`config.mk`:
```
export PLATFORM = sky130hd
export DESIGN_NAME = qtcc_sqrt_cell
export DESIGN_NICKNAME = d
export VERILOG_FILES = /design/src/sv/qtcc_pkg.sv /design/src/sv/qtcc_sqrt_cell.sv
export SDC_FILE = /design/constraint.sdc
export NUM_CORES = 1
export LEC_CHECK = 0
export BUFFER_PORTS_ARGS = -buffer_cell sky130_fd_sc_hd__buf_2
export CORE_MARGIN = 2
export CORE_UTILIZATION = 28
export CTS_BUF_LIST = sky130_fd_sc_hd__clkbuf_4 sky130_fd_sc_hd__clkbuf_8
export CTS_CLUSTER_DIAMETER = 100
export CTS_CLUSTER_SIZE = 30
export DETAILED_ROUTE_END_ITERATION = 6
export SLEW_MARGIN = 20
export SYNTH_ARGS = -nofsm -noshare
export SYNTH_HDL_FRONTEND = slang
export SYNTH_SLANG_ARGS = --single-unit
```
`constraint.sdc`:
```
create_clock -name clk -period 6.2 [get_ports clk]
set_input_delay 0.62 -clock clk [delete_from_list [all_inputs] [get_ports clk]]
set_output_delay 0.62 -clock clk [all_outputs]
set_load 0.01 [all_outputs]
```
`src/sv/qtcc_pkg.sv`:
```
// Package for the quaternion three-component codec.
// Holds the fixed-point widths, derived constants and the transaction types
// shared by the front pipeline, the square-root cells and the top level.
`default_nettype none

package qtcc_pkg;

    function automatic int imax(input int a, input int b);
        return (a > b) ? a : b;
    endfunction

    localparam int FRAC_BITS  = 14;
    localparam int CODE_SCALE = 1000;

    localparam int COMP_W = 16;
    localparam int CODE_W = 11;
    localparam int IDX_W  = 2;
    localparam int ABS_W  = COMP_W + 1;

    localparam int SCALE_W = $clog2(CODE_SCALE + 1);

    // Pack path: magnitude times scale, then shift by the fraction bits.
    localparam int QPROD_W = ABS_W + SCALE_W;
    localparam int CSUM_W  = imax(SCALE_W + 1, CODE_W);

    // Unpack path: magnitude times 2^FRAC_BITS / CODE_SCALE by reciprocal.
    localparam int DMAG_W = imax(CODE_W, SCALE_W);
    localparam int RS     = DMAG_W + SCALE_W;
    localparam logic [63:0] RK =
        ((64'd1 << (FRAC_BITS + RS)) + 64'(CODE_SCALE) - 64'd1) / 64'(CODE_SCALE);
    localparam int RK_W    = $clog2(RK + 64'd1);
    localparam int DPROD_W = DMAG_W + RK_W;
    localparam int DQ_W    = DPROD_W - RS;
    localparam int RX_W    = imax(DQ_W, COMP_W) + 1;

    // Sum of squares and radicand.
    localparam int SQ_W  = 2 * ABS_W;
    localparam int SUM_W = SQ_W + 2;
    localparam int RAD_W = 2 * FRAC_BITS + 1;
    localparam int DC_W  = imax(SUM_W, RAD_W);

    // Square-root cell row: one cell per result bit.
    localparam int ROOT_W = FRAC_BITS + 1;
    localparam int NCELL  = ROOT_W;
    localparam int RADP_W = 2 * ROOT_W;
    localparam int REM_W  = ROOT_W + 2;
    localparam int RC_W   = imax(ROOT_W, COMP_W);

    localparam logic [DMAG_W-1:0]  SCALE_D   = DMAG_W'(CODE_SCALE);
    localparam logic [QPROD_W-1:0] SCALE_Q   = QPROD_W'(CODE_SCALE);
    localparam logic [CSUM_W-1:0]  SCALE_C   = CSUM_W'(CODE_SCALE);
    localparam logic [DPROD_W-1:0] RK_C      = DPROD_W'(RK);
    localparam logic [RX_W-1:0]    SAT_POS_X = RX_W'((1 << (COMP_W - 1)) - 1);
    localparam logic [RX_W-1:0]    SAT_NEG_X = RX_W'(1 << (COMP_W - 1));
    localparam logic [RC_W-1:0]    SAT_R     = RC_W'((1 << (COMP_W - 1)) - 1);
    localparam logic [DC_W-1:0]    ONE_C     = DC_W'(1) << (2 * FRAC_BITS);
    localparam logic [ROOT_W-1:0]  ROOT_ONE  = ROOT_W'(1) << FRAC_BITS;

    localparam logic ACT_PACK   = 1'b0;
    localparam logic ACT_UNPACK = 1'b1;

    typedef struct packed {
        logic              action;
        logic [CODE_W-1:0] code_a;
        logic [CODE_W-1:0] code_b;
        logic [CODE_W-1:0] code_c;
        logic [IDX_W-1:0]  drop_index;
        logic [COMP_W-1:0] kept_a;
        logic [COMP_W-1:0] kept_b;
        logic [COMP_W-1:0] kept_c;
    } item_t;

    typedef struct packed {
        logic [REM_W-1:0]  rem;
        logic [ROOT_W-1:0] root;
        logic [RADP_W-1:0] rad;
    } sqrt_t;

    typedef struct packed {
        item_t item;
        sqrt_t sq;
    } cell_t;

endpackage

`default_nettype wire

```
`src/sv/qtcc_sqrt_cell.sv`:
```
// One cell of the square-root row: resolves one root bit per transaction and
// passes the partial root, remainder and the rest of the transaction onward.
// Depends on qtcc_pkg.
`default_nettype none

module qtcc_sqrt_cell (
    input  wire logic            clk,
    input  wire logic            rst_n,
    input  wire logic            in_valid,
    output logic                 in_ready,
    input  wire qtcc_pkg::cell_t in_data,
    output logic                 out_valid,
    input  wire logic            out_ready,
    output qtcc_pkg::cell_t      out_data
);

    logic                       valid_reg;
    qtcc_pkg::cell_t            data_reg;
    qtcc_pkg::cell_t            data_next;
    logic [qtcc_pkg::REM_W-1:0] cur;
    logic [qtcc_pkg::REM_W-1:0] trial;

    // Bring down the next two radicand bits and try a one in the next root bit.
    always_comb
    begin
        data_next = in_data;
        cur   = {in_data.sq.rem[qtcc_pkg::REM_W-3:0],
                 in_data.sq.rad[qtcc_pkg::RADP_W-1 -: 2]};
        trial = {in_data.sq.root, 2'b01};
        if (cur >= trial)
        begin
            data_next.sq.rem  = cur - trial;
            data_next.sq.root = {in_data.sq.root[qtcc_pkg::ROOT_W-2:0], 1'b1};
        end
        else
        begin
            data_next.sq.rem  = cur;
            data_next.sq.root = {in_data.sq.root[qtcc_pkg::ROOT_W-2:0], 1'b0};
        end
        data_next.sq.rad = {in_data.sq.rad[qtcc_pkg::RADP_W-3:0], 2'b00};
    end

    assign in_ready  = !valid_reg || out_ready;
    assign out_valid = valid_reg;
    assign out_data  = data_reg;

    always_ff @(posedge clk or negedge rst_n)
    begin
        if (!rst_n)
        begin
            valid_reg <= 1'b0;
        end
        else if (in_ready)
        begin
            valid_reg <= in_valid;
        end
    end

    always_ff @(posedge clk)
    begin
        if (in_ready)
        begin
            data_reg <= data_next;
        end
    end

endmodule

`default_nettype wire

```
==> run summary <==
DIE
-------------------------------------------------------------------------------------
Die width                                                                 144 microns
Starting density of the core                                                    28.4%
Core Rows                                                                          51
Core region area                                                          19300 sq um
Chip Height                                                               144 microns
Die Footprint                                                             20800 sq um
Top-level port count                                                              298

DRT
-------------------------------------------------------------------------------------
Routed wire length per instance                                          16.3 microns
Count of unresolved DRC violations after routing                                    0
Residual antenna-violating net count after detailed routing                         0
Average vias per placed instance                                                 4.23
DR vias                                                                          3744
Count of routing violations after the opening detailed-route iteration            159
Drt total wl                                                             14400 microns
Router iterations before antenna repair                                             5

GLOBAL ROUTING
-------------------------------------------------------------------------------------
Combined global-route utilization of all metal layers                           12.9%
Congestion Overflow GR                                                              0
Gr busiest metal                                                                 met2
Global routing usage on met2                                                    23.3%
Met1 routing resource usage after global routing                                14.0%
Largest net degree at the start of global routing                                  63
Global-route wire length before repair                                   19900 microns
Vias in the first global route                                                   3684
GR met3 Demand/Resource                                                         5.00%
Antenna violations before repair                                                    0

CRITICAL PATH
-------------------------------------------------------------------------------------
Endpoint type of the worst setup path                                       flip-flop
Buffers plus inverters on the worst setup path                                      3
Stage delay of the slowest cell on the critical path                          0.65 ns
Worst path required time                                                      6.39 ns
Launching element type of the critical path                              primary input
Maximum fanout along the worst path                                                10
Top cell family by delay on the critical path                            compound AO/OA/AOI/OAI gates
Category of the most critical setup path                                       in2reg
Chain of cells forming the critical path                                 buf_2, inv_1, ha_1, and3_1, a221oi_4, nor2_2, nor3b_4, o21ai_2, a211oi_4, buf_8, mux2_2
Arrival time of data at the critical path endpoint                            3.48 ns
Highest-delay cell along the critical path                               sky130_fd_sc_hd__a211oi_4

SYNTHESIS
-------------------------------------------------------------------------------------
Yosys synthesis warning count                                                       0
Register area share after synthesis                                             79.2%
Number of synthesized register bits                                               145
Summed instance area of the synthesized netlist                            5490 sq um
Distinct cells, synth                                                              40
Cells after synthesis                                                             297
Leading register cell type out of synthesis                              sky130_fd_sc_hd__edfxtp_1
Average cell area after synthesis                                          18.5 sq um
Async set or reset register ratio after synthesis                              0.690%
EDFF count, synth                                                                 144

TIMING
-------------------------------------------------------------------------------------
Slew at the pin closest to its max-slew limit                                0.847 ns
Unrepaired setup endpoints after global routing                                 false
Final clock skew                                                            0.0136 ns
Final Hold Fails                                                                    0
Min Clock Period, post-route                                                  3.29 ns
Final cycle utilization of the critical path                                    53.0%
Max Fclk                                                                      304 MHz
Setup TNS                                                                        0 ns
Final number of setup-violating endpoints                                           0
Final-report max-slew violation count                                               0
Worst rel slew slack                                                            43.6%

CLOCK TREE
-------------------------------------------------------------------------------------
Number of clock sinks                                                             145
H-tree depth reported by CTS                                                        4
Max Root-Sink Buffers                                                               2
Number of buffers inserted during clock tree synthesis                             17
Clk Latency, worst-skew pair                                                  0.45 ns
Clock-pin transition on the worst setup and hold timing paths                 0.09 ns
CTS tree                                                                        built
Cell at the root of the clock tree                                       sky130_fd_sc_hd__clkbuf_8

CELLS AND AREA
-------------------------------------------------------------------------------------
Final core utilization                                                          39.7%
Area delta synth->final                                                         39.8%
Antenna diodes                                                                      0
Layout cells sized above 1                                                      56.3%
Area of all placed cells without fillers                                   7680 sq um
Layout net count                                                                  775

PLACED DESIGN
-------------------------------------------------------------------------------------
GPL Wtd Cong                                                                    0.723
Post-detail-place hpwl                                                   11000 microns
Port buffer count                                                                 293
Placement Cell Area                                                        7290 sq um

POWER AND IR DROP
-------------------------------------------------------------------------------------
PD cells                                                                  293 nW/um^2
VDD IR-drop max                                                              0.112 mV
Power after layout                                                            2250 uW
Leakage                                                                    0.00337 uW

FLOW RUN
-------------------------------------------------------------------------------------
Max-cap violations                                                                  0

STATUS
-------------------------------------------------------------------------------------
Outcome                                                                  complete, no violations

MIN PATH
-------------------------------------------------------------------------------------
Tightest Hold Check Type                                                       in2reg

==> layer usage <==
metal,share of wire (%),vias to the layer above
li1,-,1748
met1,38,1814
met3,8.3,13
met5,0,-
met2,52,169
met4,1.2,0
==> worst reg2reg max path, delay by kind of cell (launching register included) <==
family	cells	cell delay (ns)
DFF	1	0.41
and+or+nand+nor	1	0.64
buffers and inverters	1	0.68
==> what timing repair did <==
item	4_1_cts	5_1_grt
endpoints found under the setup margin	0	0
hold buffers	1	0
hold endpoints to repair	1	0
resized for setup	0	0
buffers inserted	0	0
==> report_power, final <==
| group | switching [uW] | internal (uW) |
|---|---|---|
| Clock | 401 | 327 |
| Combinational | 182 | 149 |
| Sequential | 18.6 | 1170 |
| Total | 601 | 1650 |
==> final cells by class <==
class / instances / area [sq um]
multi-input combinational: 127 / 1040
tap: 265 / 332
fill: 1838 / 11700
sequential: 145 / 4350
clock inverter: 14 / 143
clock buffer: 17 / 234
timing repair buffer: 297 / 1510
inverter: 20 / 75.1
==> registers in the layout (all words and copies together), names as in the netlist <==
signal     flops
out_valid      1
out_data     144
==> worst paths after layout <==
| path | depth (start not counted) | start | end | slack (ns) |
|---|---|---|---|---|
| worst min register to register | 1 | out_valid | out_data[78] | 1.20 |
| worst min-delay path | 1 | in_data[87] | out_data[87] | 0.34 |
| worst max register to register | 2 | out_valid | out_data[142] | 4.09 |
| max in group asynchronous | 2 | rst_n | out_valid | 5.59 |
| min in group asynchronous | 2 | rst_n | out_valid | 0.52 |
| worst max-delay path | 11 | in_data[31] | out_data[48] | 2.91 |
==> synthesized netlist by cell type (all sizes together) (2+ instances only) <==
cell    count  area (sq um)
a221oi      2          35.0
xor2        3          26.3
a21oi      16          80.1
xnor2      11          96.3
edfxtp    144          4320
clkbuf      3          11.3
and3        3          18.8
nor2        8          32.5
or2         2          12.5
nand2b      4          25.0
a21o        5          37.5
o21bai      2          15.0
inv        20          75.1
nand3       5          25.0
nor2b       2          12.5
buf         3          30.0
o21ai      11          58.8
nand2       7          26.3
o31ai       2          15.0
ha         17           213
mux2       15           195
==> cells in the final DEF, fill, tap and decap left out, drive strengths merged, types with 3 or more instances in the layout <==
cell type | netlist | routed
a21oi | 16 | 16
buf | 3 | 296
o21ai | 11 | 11
ha | 17 | 17
nand2b | 4 | 4
a21o | 5 | 5
clkbuf | 3 | 17
clkinvlp | 0 | 5
inv | 20 | 28
xor2 | 3 | 3
nor2 | 8 | 8
edfxtp | 144 | 144
nand2 | 7 | 7
nand3 | 5 | 5
mux2 | 15 | 15
and3 | 3 | 3
xnor2 | 11 | 11
==> cell families (layout without fill, tap and decap cells) <==
logic type	after synthesis	in the layout	synth area share (%)
compound gates	44	44	5.47
buf+inv	26	348	2.12
simple gates	34	34	3.33
fa+ha+maj	17	17	3.87
xor+xnor	14	14	2.23
other cells	1	2	0.0683
flops	145	145	79.2
mux	16	16	3.74
==> metrics by stage <==
stage | hold WS (ns) | setup WS (ns) | std cells
finish | 0.342 | 2.91 | 885
floorplan | 0.324 | 1.40 | 298
detailed placement | 0.398 | 2.42 | 853
CTS | 0.303 | 2.89 | 885
global route | 0.297 | 2.78 | 885
global placement | 0.396 | 2.25 | 852
No activity file was read; power rests on OpenSTA's default activity.
