File: config.mk
export PLATFORM = sky130hd
export DESIGN_NAME = qtcc_prep
export DESIGN_NICKNAME = d
export VERILOG_FILES = /design/src/sv/qtcc_pkg.sv /design/src/sv/qtcc_prep.sv
export SDC_FILE = /design/constraint.sdc
export NUM_CORES = 2
export LEC_CHECK = 0
export BUFFER_PORTS_ARGS = -buffer_cell sky130_fd_sc_hd__buf_2
export CAP_MARGIN = 20
export CORE_MARGIN = 2
export CORE_UTILIZATION = 59
export CTS_CLUSTER_DIAMETER = 60
export DETAILED_ROUTE_END_ITERATION = 8
export GPL_ROUTABILITY_DRIVEN = 0
export GPL_TIMING_DRIVEN = 1
export PLACE_DENSITY = 0.83
export SETUP_SLACK_MARGIN = 0.4
export SKIP_CTS_REPAIR_TIMING = 1
export SLEW_MARGIN = 10
export SYNTH_ARGS = -nofsm -noshare
export SYNTH_HDL_FRONTEND = slang
export SYNTH_SLANG_ARGS = --single-unit
File: constraint.sdc
create_clock -name clk -period 9 [get_ports clk]
set_input_delay 0.45 -clock clk [delete_from_list [all_inputs] [get_ports clk]]
set_output_delay 0.45 -clock clk [all_outputs]
set_load 0.05 [all_outputs]
File: src/sv/qtcc_pkg.sv
// Package for the quaternion three-component codec.
// Holds the fixed-point widths, derived constants and the transaction types
// shared by the front pipeline, the square-root cells and the top level.
`default_nettype none

package qtcc_pkg;

    function automatic int imax(input int a, input int b);
        return (a > b) ? a : b;
    endfunction

    localparam int FRAC_BITS  = 14;
    localparam int CODE_SCALE = 1000;

    localparam int COMP_W = 16;
    localparam int CODE_W = 11;
    localparam int IDX_W  = 2;
    localparam int ABS_W  = COMP_W + 1;

    localparam int SCALE_W = $clog2(CODE_SCALE + 1);

    // Pack path: magnitude times scale, then shift by the fraction bits.
    localparam int QPROD_W = ABS_W + SCALE_W;
    localparam int CSUM_W  = imax(SCALE_W + 1, CODE_W);

    // Unpack path: magnitude times 2^FRAC_BITS / CODE_SCALE by reciprocal.
    localparam int DMAG_W = imax(CODE_W, SCALE_W);
    localparam int RS     = DMAG_W + SCALE_W;
    localparam logic [63:0] RK =
        ((64'd1 << (FRAC_BITS + RS)) + 64'(CODE_SCALE) - 64'd1) / 64'(CODE_SCALE);
    localparam int RK_W    = $clog2(RK + 64'd1);
    localparam int DPROD_W = DMAG_W + RK_W;
    localparam int DQ_W    = DPROD_W - RS;
    localparam int RX_W    = imax(DQ_W, COMP_W) + 1;

    // Sum of squares and radicand.
    localparam int SQ_W  = 2 * ABS_W;
    localparam int SUM_W = SQ_W + 2;
    localparam int RAD_W = 2 * FRAC_BITS + 1;
    localparam int DC_W  = imax(SUM_W, RAD_W);

    // Square-root cell row: one cell per result bit.
    localparam int ROOT_W = FRAC_BITS + 1;
    localparam int NCELL  = ROOT_W;
    localparam int RADP_W = 2 * ROOT_W;
    localparam int REM_W  = ROOT_W + 2;
    localparam int RC_W   = imax(ROOT_W, COMP_W);

    localparam logic [DMAG_W-1:0]  SCALE_D   = DMAG_W'(CODE_SCALE);
    localparam logic [QPROD_W-1:0] SCALE_Q   = QPROD_W'(CODE_SCALE);
    localparam logic [CSUM_W-1:0]  SCALE_C   = CSUM_W'(CODE_SCALE);
    localparam logic [DPROD_W-1:0] RK_C      = DPROD_W'(RK);
    localparam logic [RX_W-1:0]    SAT_POS_X = RX_W'((1 << (COMP_W - 1)) - 1);
    localparam logic [RX_W-1:0]    SAT_NEG_X = RX_W'(1 << (COMP_W - 1));
    localparam logic [RC_W-1:0]    SAT_R     = RC_W'((1 << (COMP_W - 1)) - 1);
    localparam logic [DC_W-1:0]    ONE_C     = DC_W'(1) << (2 * FRAC_BITS);
    localparam logic [ROOT_W-1:0]  ROOT_ONE  = ROOT_W'(1) << FRAC_BITS;

    localparam logic ACT_PACK   = 1'b0;
    localparam logic ACT_UNPACK = 1'b1;

    typedef struct packed {
        logic              action;
        logic [CODE_W-1:0] code_a;
        logic [CODE_W-1:0] code_b;
        logic [CODE_W-1:0] code_c;
        logic [IDX_W-1:0]  drop_index;
        logic [COMP_W-1:0] kept_a;
        logic [COMP_W-1:0] kept_b;
        logic [COMP_W-1:0] kept_c;
    } item_t;

    typedef struct packed {
        logic [REM_W-1:0]  rem;
        logic [ROOT_W-1:0] root;
        logic [RADP_W-1:0] rad;
    } sqrt_t;

    typedef struct packed {
        item_t item;
        sqrt_t sq;
    } cell_t;

endpackage

`default_nettype wire

File: src/sv/qtcc_prep.sv
// Front pipeline of the quaternion codec: largest-component search, quantize,
// dequantize, squares and radicand, in six stages with per-stage flow control.
// Depends on qtcc_pkg.
`default_nettype none

module qtcc_prep (
    input  wire logic                           clk,
    input  wire logic                           rst_n,
    input  wire logic                           in_valid,
    output logic                                in_stall,
    input  wire logic                           action,
    input  wire logic [qtcc_pkg::COMP_W-1:0]    quat_x,
    input  wire logic [qtcc_pkg::COMP_W-1:0]    quat_y,
    input  wire logic [qtcc_pkg::COMP_W-1:0]    quat_z,
    input  wire logic [qtcc_pkg::COMP_W-1:0]    quat_w,
    input  wire logic [qtcc_pkg::CODE_W-1:0]    code_a,
    input  wire logic [qtcc_pkg::CODE_W-1:0]    code_b,
    input  wire logic [qtcc_pkg::CODE_W-1:0]    code_c,
    input  wire logic [qtcc_pkg::IDX_W-1:0]     drop_index,
    output logic                                out_valid,
    input  wire logic                           out_ready,
    output qtcc_pkg::cell_t                     out_data
);

    logic [5:0] valid_reg;
    logic [5:0] adv;

    logic [qtcc_pkg::COMP_W-1:0] quat_in [4];
    logic [qtcc_pkg::CODE_W-1:0] code_in [3];
    logic [qtcc_pkg::ABS_W-1:0]  ext     [4];
    logic [qtcc_pkg::DMAG_W-1:0] cx      [3];

    // Stage 1
    logic [qtcc_pkg::ABS_W-1:0]  s1_abs_next  [4];
    logic [3:0]                  s1_neg_next;
    logic                        s1_w01_next;
    logic                        s1_w23_next;
    logic [qtcc_pkg::DMAG_W-1:0] s1_dmag_next [3];
    logic [2:0]                  s1_dneg_next;

    logic                        s1_action_reg;
    logic [qtcc_pkg::IDX_W-1:0]  s1_idx_reg;
    logic [qtcc_pkg::ABS_W-1:0]  s1_abs_reg  [4];
    logic [3:0]                  s1_neg_reg;
    logic                        s1_w01_reg;
    logic                        s1_w23_reg;
    logic [qtcc_pkg::DMAG_W-1:0] s1_dmag_reg [3];
    logic [2:0]                  s1_dneg_reg;

    // Stage 2
    logic [qtcc_pkg::ABS_W-1:0]   m01;
    logic [qtcc_pkg::ABS_W-1:0]   m23;
    logic [qtcc_pkg::IDX_W-1:0]   best;
    logic                         s2_flip_next;
    logic [qtcc_pkg::IDX_W-1:0]   s2_idx_next;
    logic [qtcc_pkg::DPROD_W-1:0] s2_dprod_next [3];

    logic                         s2_action_reg;
    logic [qtcc_pkg::IDX_W-1:0]   s2_idx_reg;
    logic [qtcc_pkg::ABS_W-1:0]   s2_abs_reg   [4];
    logic [3:0]                   s2_neg_reg;
    logic                         s2_flip_reg;
    logic [qtcc_pkg::DPROD_W-1:0] s2_dprod_reg [3];
    logic [2:0]                   s2_dneg_reg;

    // Stage 3
    logic [qtcc_pkg::ABS_W-1:0]   sel_abs [3];
    logic [2:0]                   sel_neg;
    logic [qtcc_pkg::RX_W-1:0]    rx      [3];
    logic [qtcc_pkg::RX_W-1:0]    lim     [3];
    logic [qtcc_pkg::RX_W-1:0]    rc      [3];
    logic [qtcc_pkg::RX_W-1:0]    rt      [3];
    logic [qtcc_pkg::QPROD_W-1:0] s3_qprod_next [3];
    logic [2:0]                   s3_qneg_next;
    logic [qtcc_pkg::COMP_W-1:0]  s3_kept_next  [3];

    logic                         s3_action_reg;
    logic [qtcc_pkg::IDX_W-1:0]   s3_idx_reg;
    logic [qtcc_pkg::QPROD_W-1:0] s3_qprod_reg [3];
    logic [2:0]                   s3_qneg_reg;
    logic [qtcc_pkg::COMP_W-1:0]  s3_kept_reg  [3];

    // Stage 4
    logic [qtcc_pkg::QPROD_W-1:0] qs   [3];
    logic [qtcc_pkg::QPROD_W-1:0] qc   [3];
    logic [qtcc_pkg::CSUM_W-1:0]  csum [3];
    logic [qtcc_pkg::ABS_W-1:0]   kext [3];
    logic [qtcc_pkg::ABS_W-1:0]   ka   [3];
    logic [qtcc_pkg::CODE_W-1:0]  s4_code_next [3];
    logic [qtcc_pkg::SQ_W-1:0]    s4_sq_next   [3];

    logic                         s4_action_reg;
    logic [qtcc_pkg::IDX_W-1:0]   s4_idx_reg;
    logic [qtcc_pkg::CODE_W-1:0]  s4_code_reg [3];
    logic [qtcc_pkg::COMP_W-1:0]  s4_kept_reg [3];
    logic [qtcc_pkg::SQ_W-1:0]    s4_sq_reg   [3];

    // Stage 5
    logic [qtcc_pkg::SUM_W-1:0]   s5_sum_next;

    logic                         s5_action_reg;
    logic [qtcc_pkg::IDX_W-1:0]   s5_idx_reg;
    logic [qtcc_pkg::CODE_W-1:0]  s5_code_reg [3];
    logic [qtcc_pkg::COMP_W-1:0]  s5_kept_reg [3];
    logic [qtcc_pkg::SUM_W-1:0]   s5_sum_reg;

    // Stage 6
    logic [qtcc_pkg::DC_W-1:0]    sumx;
    logic [qtcc_pkg::RAD_W-1:0]   s6_diff_next;

    logic                         s6_action_reg;
    logic [qtcc_pkg::IDX_W-1:0]   s6_idx_reg;
    logic [qtcc_pkg::CODE_W-1:0]  s6_code_reg [3];
    logic [qtcc_pkg::COMP_W-1:0]  s6_kept_reg [3];
    logic [qtcc_pkg::RAD_W-1:0]   s6_diff_reg;

    // A stage moves when it is empty or its successor moves.
    always_comb
    begin
        adv[5] = !valid_reg[5] || out_ready;
        for (int k = 4; k >= 0; k--)
        begin
            adv[k] = !valid_reg[k] || adv[k+1];
        end
    end

    assign in_stall  = !adv[0];
    assign out_valid = valid_reg[5];

    always_ff @(posedge clk or negedge rst_n)
    begin
        if (!rst_n)
        begin
            valid_reg <= '0;
        end
        else
        begin
            if (adv[0])
            begin
                valid_reg[0] <= in_valid;
            end
            for (int k = 1; k < 6; k++)
            begin
                if (adv[k])
                begin
                    valid_reg[k] <= valid_reg[k-1];
                end
            end
        end
    end

    // Stage 1: magnitudes, signs and pairwise winners; code offsets.
    always_comb
    begin
        quat_in[0] = quat_x;
        quat_in[1] = quat_y;
        quat_in[2] = quat_z;
        quat_in[3] = quat_w;
        code_in[0] = code_a;
        code_in[1] = code_b;
        code_in[2] = code_c;
        for (int i = 0; i < 4; i++)
        begin
            ext[i]         = {quat_in[i][qtcc_pkg::COMP_W-1], quat_in[i]};
            s1_neg_next[i] = quat_in[i][qtcc_pkg::COMP_W-1];
            s1_abs_next[i] = s1_neg_next[i] ? (~ext[i] + 1'b1) : ext[i];
        end
        s1_w01_next = s1_abs_next[1] > s1_abs_next[0];
        s1_w23_next = s1_abs_next[3] > s1_abs_next[2];
        for (int j = 0; j < 3; j++)
        begin
            cx[j]           = qtcc_pkg::DMAG_W'(code_in[j]);
            s1_dneg_next[j] = cx[j] < qtcc_pkg::SCALE_D;
            s1_dmag_next[j] = s1_dneg_next[j] ? (qtcc_pkg::SCALE_D - cx[j])
                                              : (cx[j] - qtcc_pkg::SCALE_D);
        end
    end

    // Stage 2: overall winner, lowest index on a tie; reciprocal multiply.
    always_comb
    begin
        m01  = s1_w01_reg ? s1_abs_reg[1] : s1_abs_reg[0];
        m23  = s1_w23_reg ? s1_abs_reg[3] : s1_abs_reg[2];
        best = (m23 > m01) ? {1'b1, s1_w23_reg} : {1'b0, s1_w01_reg};
        case (best)
            2'd0:    s2_flip_next = s1_neg_reg[0];
            2'd1:    s2_flip_next = s1_neg_reg[1];
            2'd2:    s2_flip_next = s1_neg_reg[2];
            2'd3:    s2_flip_next = s1_neg_reg[3];
            default: s2_flip_next = 1'b0;
        endcase
        s2_idx_next = (s1_action_reg == qtcc_pkg::ACT_UNPACK) ? s1_idx_reg : best;
        for (int j = 0; j < 3; j++)
        begin
            s2_dprod_next[j] = qtcc_pkg::DPROD_W'(s1_dmag_reg[j]) * qtcc_pkg::RK_C;
        end
    end

    // Stage 3: pick the kept components and scale them; saturate unpacked values.
    always_comb
    begin
        sel_abs[0] = (s2_idx_reg == 2'd0) ? s2_abs_reg[1] : s2_abs_reg[0];
        sel_neg[0] = (s2_idx_reg == 2'd0) ? s2_neg_reg[1] : s2_neg_reg[0];
        sel_abs[1] = (s2_idx_reg <= 2'd1) ? s2_abs_reg[2] : s2_abs_reg[1];
        sel_neg[1] = (s2_idx_reg <= 2'd1) ? s2_neg_reg[2] : s2_neg_reg[1];
        sel_abs[2] = (s2_idx_reg <= 2'd2) ? s2_abs_reg[3] : s2_abs_reg[2];
        sel_neg[2] = (s2_idx_reg <= 2'd2) ? s2_neg_reg[3] : s2_neg_reg[2];
        for (int k = 0; k < 3; k++)
        begin
            s3_qprod_next[k] = qtcc_pkg::QPROD_W'(sel_abs[k]) * qtcc_pkg::SCALE_Q;
            s3_qneg_next[k]  = sel_neg[k] ^ s2_flip_reg;
            rx[k]  = qtcc_pkg::RX_W'(s2_dprod_reg[k][qtcc_pkg::DPROD_W-1:qtcc_pkg::RS]);
            lim[k] = s2_dneg_reg[k] ? qtcc_pkg::SAT_NEG_X : qtcc_pkg::SAT_POS_X;
            rc[k]  = (rx[k] > lim[k]) ? lim[k] : rx[k];
            rt[k]  = s2_dneg_reg[k] ? (~rc[k] + 1'b1) : rc[k];
            s3_kept_next[k] = rt[k][qtcc_pkg::COMP_W-1:0];
        end
    end

    // Stage 4: truncate, clamp and offset the codes; square the kept values.
    always_comb
    begin
        for (int k = 0; k < 3; k++)
        begin
            qs[k]   = s3_qprod_reg[k] >> qtcc_pkg::FRAC_BITS;
            qc[k]   = (qs[k] > qtcc_pkg::SCALE_Q) ? qtcc_pkg::SCALE_Q : qs[k];
            csum[k] = s3_qneg_reg[k] ? (qtcc_pkg::SCALE_C - qtcc_pkg::CSUM_W'(qc[k]))
                                     : (qtcc_pkg::SCALE_C + qtcc_pkg::CSUM_W'(qc[k]));
            s4_code_next[k] = csum[k][qtcc_pkg::CODE_W-1:0];
            kext[k] = {s3_kept_reg[k][qtcc_pkg::COMP_W-1], s3_kept_reg[k]};
            ka[k]   = kext[k][qtcc_pkg::ABS_W-1] ? (~kext[k] + 1'b1) : kext[k];
            s4_sq_next[k] = qtcc_pkg::SQ_W'(ka[k]) * qtcc_pkg::SQ_W'(ka[k]);
        end
    end

    // Stage 5 and 6: sum of squares, then the radicand clamped at zero.
    always_comb
    begin
        s5_sum_next = qtcc_pkg::SUM_W'(s4_sq_reg[0]) + qtcc_pkg::SUM_W'(s4_sq_reg[1])
                    + qtcc_pkg::SUM_W'(s4_sq_reg[2]);
        sumx = qtcc_pkg::DC_W'(s5_sum_reg);
        s6_diff_next = (qtcc_pkg::ONE_C > sumx) ?
                       qtcc_pkg::RAD_W'(qtcc_pkg::ONE_C - sumx) : '0;
    end

    always_ff @(posedge clk)
    begin
        if (adv[0])
        begin
            s1_action_reg <= action;
            s1_idx_reg    <= drop_index;
            s1_neg_reg    <= s1_neg_next;
            s1_w01_reg    <= s1_w01_next;
            s1_w23_reg    <= s1_w23_next;
            s1_dneg_reg   <= s1_dneg_next;
            for (int i = 0; i < 4; i++)
            begin
                s1_abs_reg[i] <= s1_abs_next[i];
            end
            for (int j = 0; j < 3; j++)
            begin
                s1_dmag_reg[j] <= s1_dmag_next[j];
            end
        end
        if (adv[1])
        begin
            s2_action_reg <= s1_action_reg;
            s2_idx_reg    <= s2_idx_next;
            s2_neg_reg    <= s1_neg_reg;
            s2_flip_reg   <= s2_flip_next;
            s2_dneg_reg   <= s1_dneg_reg;
            for (int i = 0; i < 4; i++)
            begin
                s2_abs_reg[i] <= s1_abs_reg[i];
            end
            for (int j = 0; j < 3; j++)
            begin
                s2_dprod_reg[j] <= s2_dprod_next[j];
            end
        end
        if (adv[2])
        begin
            s3_action_reg <= s2_action_reg;
            s3_idx_reg    <= s2_idx_reg;
            s3_qneg_reg   <= s3_qneg_next;
            for (int k = 0; k < 3; k++)
            begin
                s3_qprod_reg[k] <= s3_qprod_next[k];
                s3_kept_reg[k]  <= s3_kept_next[k];
            end
        end
        if (adv[3])
        begin
            s4_action_reg <= s3_action_reg;
            s4_idx_reg    <= s3_idx_reg;
            for (int k = 0; k < 3; k++)
            begin
                s4_code_reg[k] <= s4_code_next[k];
                s4_kept_reg[k] <= s3_kept_reg[k];
                s4_sq_reg[k]   <= s4_sq_next[k];
            end
        end
        if (adv[4])
        begin
            s5_action_reg <= s4_action_reg;
            s5_idx_reg    <= s4_idx_reg;
            s5_sum_reg    <= s5_sum_next;
            for (int k = 0; k < 3; k++)
            begin
                s5_code_reg[k] <= s4_code_reg[k];
                s5_kept_reg[k] <= s4_kept_reg[k];
            end
        end
        if (adv[5])
        begin
            s6_action_reg <= s5_action_reg;
            s6_idx_reg    <= s5_idx_reg;
            s6_diff_reg   <= s6_diff_next;
            for (int k = 0; k < 3; k++)
            begin
                s6_code_reg[k] <= s5_code_reg[k];
                s6_kept_reg[k] <= s5_kept_reg[k];
            end
        end
    end

    always_comb
    begin
        out_data.item.action     = s6_action_reg;
        out_data.item.code_a     = s6_code_reg[0];
        out_data.item.code_b     = s6_code_reg[1];
        out_data.item.code_c     = s6_code_reg[2];
        out_data.item.drop_index = s6_idx_reg;
        out_data.item.kept_a     = s6_kept_reg[0];
        out_data.item.kept_b     = s6_kept_reg[1];
        out_data.item.kept_c     = s6_kept_reg[2];
        out_data.sq.rem          = '0;
        out_data.sq.root         = '0;
        out_data.sq.rad          = {1'b0, s6_diff_reg};
    end

endmodule

`default_nettype wire

==> flow_summary.json <==
{
  "status": "finished, final reports clean",
  "reg2reg_depth": 25,
  "drc_errors": 0,
  "vias": 52420,
  "fin_hold_ws_ps": 22.60,
  "layout.nets": 9620,
  "dp_hpwl_um": 135000,
  "cp.arrival_ps": 8910,
  "endpoint_kind": "flip-flop",
  "dieArea_mm2": 0.1344,
  "die-height_um": 366.6,
  "tightest_slew_ps": 1155,
  "syn_to_final_growth_pct": 8.991,
  "mappedNetlistArea_mm2": 0.07758,
  "holdPathEnd": "s1_abs_reg[0][0]",
  "start_util_pct": 59.24,
  "synth_edf_count": 746,
  "fmax_ghz": 0.1183,
  "cp-start-kind": "flip-flop",
  "drt_first_pass_iters": 6,
  "whs_path_depth": 1,
  "setup_viol": 0,
  "regArea_mm2": 0.02255,
  "grt_pass1_wl_um": 274700,
  "rsz0062_at_grt": "yes",
  "ios": 252,
  "hold_viol_final": 0,
  "holdCritPathClass": "primary input to flip-flop",
  "grt_max_degree": 167,
  "cts.clk_slew.worst_paths_ps": 60,
  "portBuffers": 218,
  "cts.sinks": 752,
  "numCtsBuffers": 89,
  "wl_met3_um": 10730,
  "yosys-top-cells-area": "edfxtp_1 29%, fa_1 25%, ha_1 16%, inv_1 7.7%, xnor2_1 2.7%",
  "fin_crit_ps": 8455,
  "die_w_um": 366.6,
  "drv_slew": 0,
  "period_share_pct": 93.95,
  "synthFlopType": "edfxtp_1",
  "layout_setup_ws_ps": 544.6,
  "top_layer": "met4",
  "final.setup.tns_ps": 0,
  "worstReg2RegEnd": "s4_sq_reg[0][31]",
  "multi_input_area_mm2": 0.04904,
  "cp.required_ps": 9460,
  "cts_tree": "yes",
  "skew_ps": 52.56,
  "drt_wl_total_um": 167500,
  "synth_seq_cells": 752,
  "insertedDiodeCount": 0,
  "drive_gt1_share_pct": 7.326,
  "yosysTopAreaCell": "edfxtp_1",
  "grt_pass1_vias": 55590,
  "hold_start": "quat_x[0]",
  "grtUsageTotal_pct": 25.21,
  "r2r-start": "s3_kept_reg[0][6]",
  "htreeDepth": 3,
  "max_cap_viol_count": 0,
  "wl_met2_um": 83400,
  "utilization_pct": 64.57,
  "yosysWarnings": 0,
  "r2r_setup_slack_ps": 540,
  "ys_types": 77,
  "drtIter0Drc": 3687,
  "floorplan.rows": 133,
  "grt-ovfl-total": 0,
  "async_flop_share_pct": 0.7979,
  "largest_reg_flops": 96,
  "path_class": "flip-flop to flip-flop",
  "synth.most_common_cell": "inv_1",
  "insertion_delay_ps": 720,
  "synth_cells": 7205,
  "path_max_fanout": 7,
  "met1_length_um": 67290,
  "via_per_inst": 5.569,
  "wl_per_cell_um": 17.79,
  "fill_cells": 9640,
  "place_ws_ps": 123.1,
  "coreArea_mm2": 0.1310,
  "synth_common_cells": "1589 x inv_1, 967 x fa_1, 963 x ha_1",
  "cts_buffer_depth": 3,
  "root_buffer": "clkbuf_16",
  "synth.avg_cell_area_um2": 10.77,
  "seq_area_frac_synth_pct": 29.07,
  "antenna_found_initial": 1,
  "synth_top_area_share_pct": 28.87,
  "detail-route-antenna-nets": 0,
  "slew_headroom_pct": 23.03
}
critical path, stage by stage, from the launching register on:
cell and delay [ps]:
edfxtp_1 440, or4_4 590, nor3_4 210, nand4_1 180, or4_4 470, or4b_4 560, nor2_4 220, inv_1 120
fa_1 510, inv_1 70, fa_1 530, fa_1 530, fa_1 530, fa_1 550, inv_1 60, fa_1 530
inv_1 70, ha_4 260, a21o_1 170, a21o_1 220, nand2b_1 170, o221ai_2 220, a31oi_2 160, or2_2 320
a221o_1 360, xor2_1 140
worst max-delay path by stage:
stage	start	to	slack, ps	cells after the start
after floorplan	s3_kept_reg[0][32]	s4_sq_reg[0][101]	900	31
after global placement	s3_kept_reg[0][6]	s4_sq_reg[0][31]	440	25
after detailed placement	s3_kept_reg[0][6]	s4_sq_reg[0][31]	120	25
after CTS	s3_kept_reg[0][6]	s4_sq_reg[0][31]	20	25
after global routing	s3_kept_reg[0][6]	s4_sq_reg[0][31]	230	25
final	s3_kept_reg[0][6]	s4_sq_reg[0][31]	540	25
per-layer routing:
layer  GRT usage, %  vias up
met5              0        -
met4          9.188        0
met3          4.138      401
met2          43.64     1827
met1          31.91    25850
li1               -    24340
cell families after synthesis:
kind of cell / count (synthesis) / synth area share (%)
multiplexers: 108 / 1.489
flip-flops: 752 / 29.07
buffers and inverters: 1762 / 8.694
AND/OR/NAND/NOR: 1281 / 7.755
AO/OA/AOI/OAI: 1016 / 8.507
adder cells (fa/ha/maj): 1930 / 40.48
other: 2 / 0.009680
XOR/XNOR: 354 / 3.996
stage by stage:
step,instance area [um2],cells
2_1_floorplan,78160,7355
3_3_place_gp,81210,9228
3_5_place_dp,81210,9228
4_1_cts,84220,9391
5_1_grt,84560,9413
6_report,84560,9413
cells in the final DEF (no fill, tap or decap), types with 24 or more instances in the layout:
cell,instances
buf_4,68
nor4_1,26
o31ai_1,48
nand4_1,40
nor2b_1,38
or3_1,30
xor2_1,110
clkinv_1,24
a21oi_1,232
o21ai_0,244
ha_1,962
and2_1,28
a21o_1,152
mux2i_1,49
clkbuf_16,90
o21a_1,54
fa_1,967
conb_1,152
mux2_2,59
nand3_1,56
nor3_1,72
o211ai_1,30
and3_1,24
nor2_1,374
o21bai_1,27
a31oi_1,34
edfxtp_1,746
nand2_1,430
inv_1,1583
nand2b_1,64
buf_2,218
xnor2_1,239
area by class of cell:
class / count / area share, %
tap: 1755 / 2.597
inverter: 1605 / 7.142
clock buffer: 102 / 2.740
clock inverter: 61 / 0.8242
sequential: 752 / 26.67
multi-input combinational: 4841 / 57.99
timing repair buffer: 297 / 2.036
Power is left out: the tool's default activity adds up to more than one toggle a clock period on the data nets, which glitch-free logic cannot reach.
